`src/rtl/ppm_pkg.sv`:
```
// Package with shared types and constants of the path progress engine.
`default_nettype none
package ppm_pkg;
    localparam int MaxPoints = 1024;
    localparam int IdxW = $clog2(MaxPoints);
    localparam int CntW = IdxW + 1;
    localparam logic [47:0] Max48 = 48'hFFFF_FFFF_FFFF;
    localparam logic [31:0] MinSpeedReset = 32'd655;

    typedef enum logic [1:0] {
        MODE_APPEND = 2'd0,
        MODE_ODOM   = 2'd1,
        MODE_CLEAR  = 2'd2,
        MODE_NONE   = 2'd3
    } t_mode;

    typedef enum logic [4:0] {
        S_IDLE, S_APP_RD, S_APP_WAIT, S_APP_SQ, S_APP_ROOT, S_APP_WR,
        S_OD_SQ, S_OD_ROOT, S_SP_SQ, S_SP_ROOT,
        S_SC_RD, S_SC_WAIT, S_SC_CMP, S_CL_RD, S_CL_WAIT, S_DIV, S_DIV_RUN, S_OUT
    } t_state;

    typedef struct packed {
        logic [1:0]  mode;
        logic [30:0] pos_x;
        logic [30:0] pos_y;
        logic [30:0] vel_x;
        logic [30:0] vel_y;
    } t_in;

    typedef struct packed {
        logic        metrics_valid;
        logic [47:0] plan_length;
        logic [47:0] travelled;
        logic [9:0]  closest_index;
        logic [47:0] remaining;
        logic [47:0] arrival_time;
        logic        arrival_valid;
    } t_out;

    // Iterative unit commands.
    typedef enum logic [1:0] {
        OP_SQRT = 2'd0,
        OP_DIV  = 2'd1
    } t_op;
endpackage
`default_nettype wire

```
`src/rtl/ppm_iter.sv`:
```
// Shared iterative unit: 64-bit integer square root or 64/33 division, bit a cycle.
`default_nettype none
module ppm_iter import ppm_pkg::*; (
    input  wire logic        i_clk,
    input  wire logic        i_rst_n,
    input  wire logic        i_start,
    input  wire t_op         i_op,
    input  wire logic [63:0] i_a,
    input  wire logic [32:0] i_b,
    output logic             o_busy,
    output logic [63:0]      o_res
);
    logic [63:0] r_n, r_res, r_bit;
    logic [32:0] r_d;
    logic [33:0] r_rem;
    logic [6:0]  r_cnt;
    logic        r_busy;
    t_op         r_op;
    logic [63:0] w_t;
    logic [33:0] w_rs;

    assign w_t  = r_res + r_bit;
    assign w_rs = {r_rem[32:0], r_n[63]};
    assign o_busy = r_busy;
    assign o_res  = r_res;

    always_ff @(posedge i_clk) begin
        if (!i_rst_n) begin
            r_busy <= 1'b0;
        end else if (i_start) begin
            r_busy <= 1'b1;
            r_op   <= i_op;
            r_n    <= i_a;
            r_d    <= i_b;
            r_res  <= '0;
            r_rem  <= '0;
            r_bit  <= 64'h4000_0000_0000_0000;
            r_cnt  <= 7'd0;
        end else if (r_busy) begin
            if (r_op == OP_SQRT) begin
                if (r_n >= w_t) begin
                    r_n   <= r_n - w_t;
                    r_res <= (r_res >> 1) + r_bit;
                end else begin
                    r_res <= r_res >> 1;
                end
                r_bit <= r_bit >> 2;
                if (r_cnt == 7'd31) r_busy <= 1'b0;
            end else begin
                r_n <= r_n << 1;
                if (w_rs >= {1'b0, r_d}) begin
                    r_rem <= w_rs - {1'b0, r_d};
                    r_res <= {r_res[62:0], 1'b1};
                end else begin
                    r_rem <= w_rs;
                    r_res <= {r_res[62:0], 1'b0};
                end
                if (r_cnt == 7'd63) r_busy <= 1'b0;
            end
            r_cnt <= r_cnt + 7'd1;
        end
    end
endmodule
`default_nettype wire

```
`config.mk`:
```
export PLATFORM = sky130hd
export DESIGN_NAME = ppm_iter
export DESIGN_NICKNAME = d
export VERILOG_FILES = /design/src/rtl/ppm_pkg.sv /design/src/rtl/ppm_iter.sv
export SDC_FILE = /design/constraint.sdc
export NUM_CORES = 1
export LEC_CHECK = 0
export ABC_CLOCK_PERIOD_IN_PS = 11700
export BUFFER_PORTS_ARGS = -buffer_cell sky130_fd_sc_hd__buf_4
export CORE_ASPECT_RATIO = 1.25
export CORE_MARGIN = 3
export CORE_UTILIZATION = 52
export DETAILED_ROUTE_END_ITERATION = 12
export GPL_TIMING_DRIVEN = 0
export HOLD_SLACK_MARGIN = 0.12
export PLACE_DENSITY = 0.7
export SLEW_MARGIN = 5
export SYNTH_ARGS = -nofsm -noshare
export SYNTH_HDL_FRONTEND = slang
export SYNTH_SLANG_ARGS = --single-unit
```
`constraint.sdc`:
```
create_clock -name i_clk -period 11.7 [get_ports i_clk]
set_input_delay 1.17 -clock i_clk [delete_from_list [all_inputs] [get_ports i_clk]]
set_output_delay 1.17 -clock i_clk [all_outputs]
set_load 0.02 [all_outputs]
```
==> reports/results.txt <==
Status - finished clean
Pwr Density - 145.0 mW/mm²
Pre-Repair DR Iteration Count - 5
RePlAce Congestion - 0.9643
Fin. Hold Viols - 0
# nets final - 2,826
Area share of fa/ha/maj cells after synthesis - 0.1033
Vert. Die Dim - 226.7 µm
Multi-input gate area - 0.01250 mm²
Total of max-cap violations - 0
Worst slew margin - 0.09238
XOR/XNOR Fraction of Synth Area - 0.08821
Netlist cell types - 82
Vias in the first global route - 19.07k
Largest net degree at the start of global routing - 39
Core Region - 0.03834 mm²
CP endpoint kind - register
DP HPWL - 57,050 µm
Via count - 19.54k
Root Driver - clkbuf_16
Global-route wire length before repair - 109,800 µm
Max FO, Critical Path - 25
Unrepaired setup endpoints after global routing - no
Least-Margin Pin Slew - 1356 ps
Final ANT Viol Nets - 0
Worst Clk Skew - 14.64 ps
Layout cells sized above 1 - 0.1051
Wire length per cell - 24.06 µm
Synth async-reset ratio - 0
Setup-failing EPs final - 0
Synthesized-area fraction occupied by and/or/nand/nor cells - 0.1710
Final min period - 7696 ps
Worst path arrival time - 7970 ps
# diodes - 0
Largest family of logic cells by synthesized area - compound AO/OA/AOI/OAI gates
FILL cells - 3,386
Slew Limit Fails - 0
Synth area leader - edfxtp_1
Synth Area in Compound Gates - 0.2431
Worst Hold Path Cells - 2
Synth Cell Area - 0.02026 mm²
Routed wire length - 73,880 µm
Critical path launch point type - register
Initial Utilization - 0.5284
P_leak - 9.072 nW
Drt drc - 0
Post-synth top cells - nand2_1 (267), nor2_1 (258), a21oi_1 (241)
Hold crit path type - register to register
GRT Util Overall - 0.3429
Worst vdd ir - 0.1304 mV
Area Overhead vs Synth - 14.45%
Critical path type - register to register
I/O Pins - 167
Period utilization - 0.6578
Top post-synthesis cells by area - edfxtp_1 (35%), ha_1 (10%), a21oi_1 (6.0%), nand2_1 (4.9%), nor2_1 (4.8%)
Via density - 6.362
Initial DRC count - 1,569
PostCTS Resize Cnt - 0
CTS sink count - 236
Worst skew pair latency - 580 ps
Register area share after synthesis - 0.3494
Initial antenna violation count - 0
EDFF count, synth - 235
Bufs on Longest Clock Path - 3
Congestion Overflow GR - 0
Avg Inst Size Synth - 8.590 µm²
Critical Path RT - 11,970 ps
Synth top area share - 0.3484
Mux contribution to synthesized area - 0.01013
Chip Width - 182.5 µm
Power after layout - 3.361 mW
DIE AREA - 0.04137 mm²
YS warnings - 0
Clk pin slew, worst setup/hold paths - 60 ps
Syn_nets - 2,626
CTS tree - built
Cts hold-fix bufs - 0
Synthesized flop and latch total - 236
Top_reg_cell synth - edfxtp_1
Setup Fix Bufs, Post-CTS - 0
# H-tree levels - 1
Fmax - 129.9 MHz
Final core utilization - 0.6047
Mapped Cells - 2,358
IO Port Bufs - 166
CTS Buf Count - 27
Flip-flop and latch area - 0.007077 mm²
Worst reg2reg path depth - 22
Top-count cell post-synth - nand2_1
Site Rows - 80
==> flip-flops by register name, summed over array words and instances (netlist names) <==
| signal | count |
|---|---|
| o_busy | 1 |
| r_d | 33 |
| r_n | 64 |
| o_res | 64 |
| r_op | 2 |
| r_rem | 33 |
| r_cnt | 7 |
| r_bit | 32 |
==> metal layers <==
layer	up-vias	GRT usage	part of all wire
li1	9087	-	-
met1	9369	0.4161	0.39
met2	893	0.6060	0.49
met3	190	0.04702	0.074
met4	0	0.1529	0.051
met5	-	0	0
==> area by class of cell <==
class | instances | share of cell area
Multi-Input combinational cell | 1941 | 0.5392
Sequential cell | 236 | 0.3053
Timing Repair Buffer | 171 | 0.05840
Clock buffer | 33 | 0.03012
Tap cell | 492 | 0.02655
Buffer | 109 | 0.01884
Inverter | 72 | 0.01177
Clock inverter | 17 | 0.009877
==> cells in the final DEF (no fill, tap or decap), drive strengths merged, types with 18 or more instances in the layout <==
cell type	synthesis	final
nand2	267	267
nor2	258	258
a21oi	245	245
edfxtp	235	235
buf	19	190
o21ai	181	181
ha	164	164
clkbuf	90	123
xor2	102	102
xnor2	102	102
inv	72	73
a21o	59	59
a31oi	59	59
nor2b	58	58
nand4	38	38
a211oi	35	35
nor3	33	33
o21bai	33	33
o21a	32	32
nand3	29	29
o211ai	24	24
and3	20	20
nand2b	18	18
==> final timing paths <==
check / startpoint / to / slack [ps]
setup / recovery: o_res[2]$_SDFFCE_PP0P_ / r_n[19]$_DFFE_PP_ / 4000
hold / removal: o_busy$_SDFF_PN0_ / o_busy$_SDFF_PN0_ / 550
setup reg to reg: o_res[2]$_SDFFCE_PP0P_ / r_n[19]$_DFFE_PP_ / 4000
hold reg to reg: o_busy$_SDFF_PN0_ / o_busy$_SDFF_PN0_ / 550
==> critical path, stage by stage, from the launching register on <==
cell and delay [ps]:
edfxtp_1 550, ha_1 410, a31o_2 230, a31o_2 270, a31oi_1 520, o31ai_2 210
a22oi_1 500, nand2b_1 170, a21oi_1 260, o21bai_1 110, xnor2_1 190, ha_1 320
clkbuf_1 280, nand2_1 180, nor4_1 570, o2111ai_1 200, a31oi_1 480, o311ai_1 210
and2_1 190, buf_2 210, buf_2 280, a21oi_4 730, buf_12 280
==> through the flow <==
step	worst slack, ps	area (µm²)	instances	hold WS [ps]	setup TNS [ps]
floorplan	3580	20260	2358	549.4	0
global placement	-178.4	22120	3016	524.3	-11230
detailed placement	4055	22260	3021	524.1	0
CTS	4010	23180	3071	535.8	0
global route	3680	23180	3071	572.1	0
finish	4004	23180	3071	548.5	0
==> power by group <==
group          switching, mW  total [mW]  internal, mW  leakage, nW
logic                  0.839        1.34         0.500         6.35
registers             0.0714        1.09          1.02         2.27
clock network          0.374       0.927         0.553        0.450
total                   1.28        3.36          2.08         9.07
==> cells by family (layout without fill, tap and decap cells) <==
logic type / count (synthesis) / after routing
compound gates: 781 / 781
simple gates: 770 / 770
flops: 236 / 236
xor+xnor: 204 / 204
buf+inv: 181 / 402
fa+ha+maj: 166 / 166
mux: 20 / 20
No activity file was read; power rests on OpenSTA's default activity.
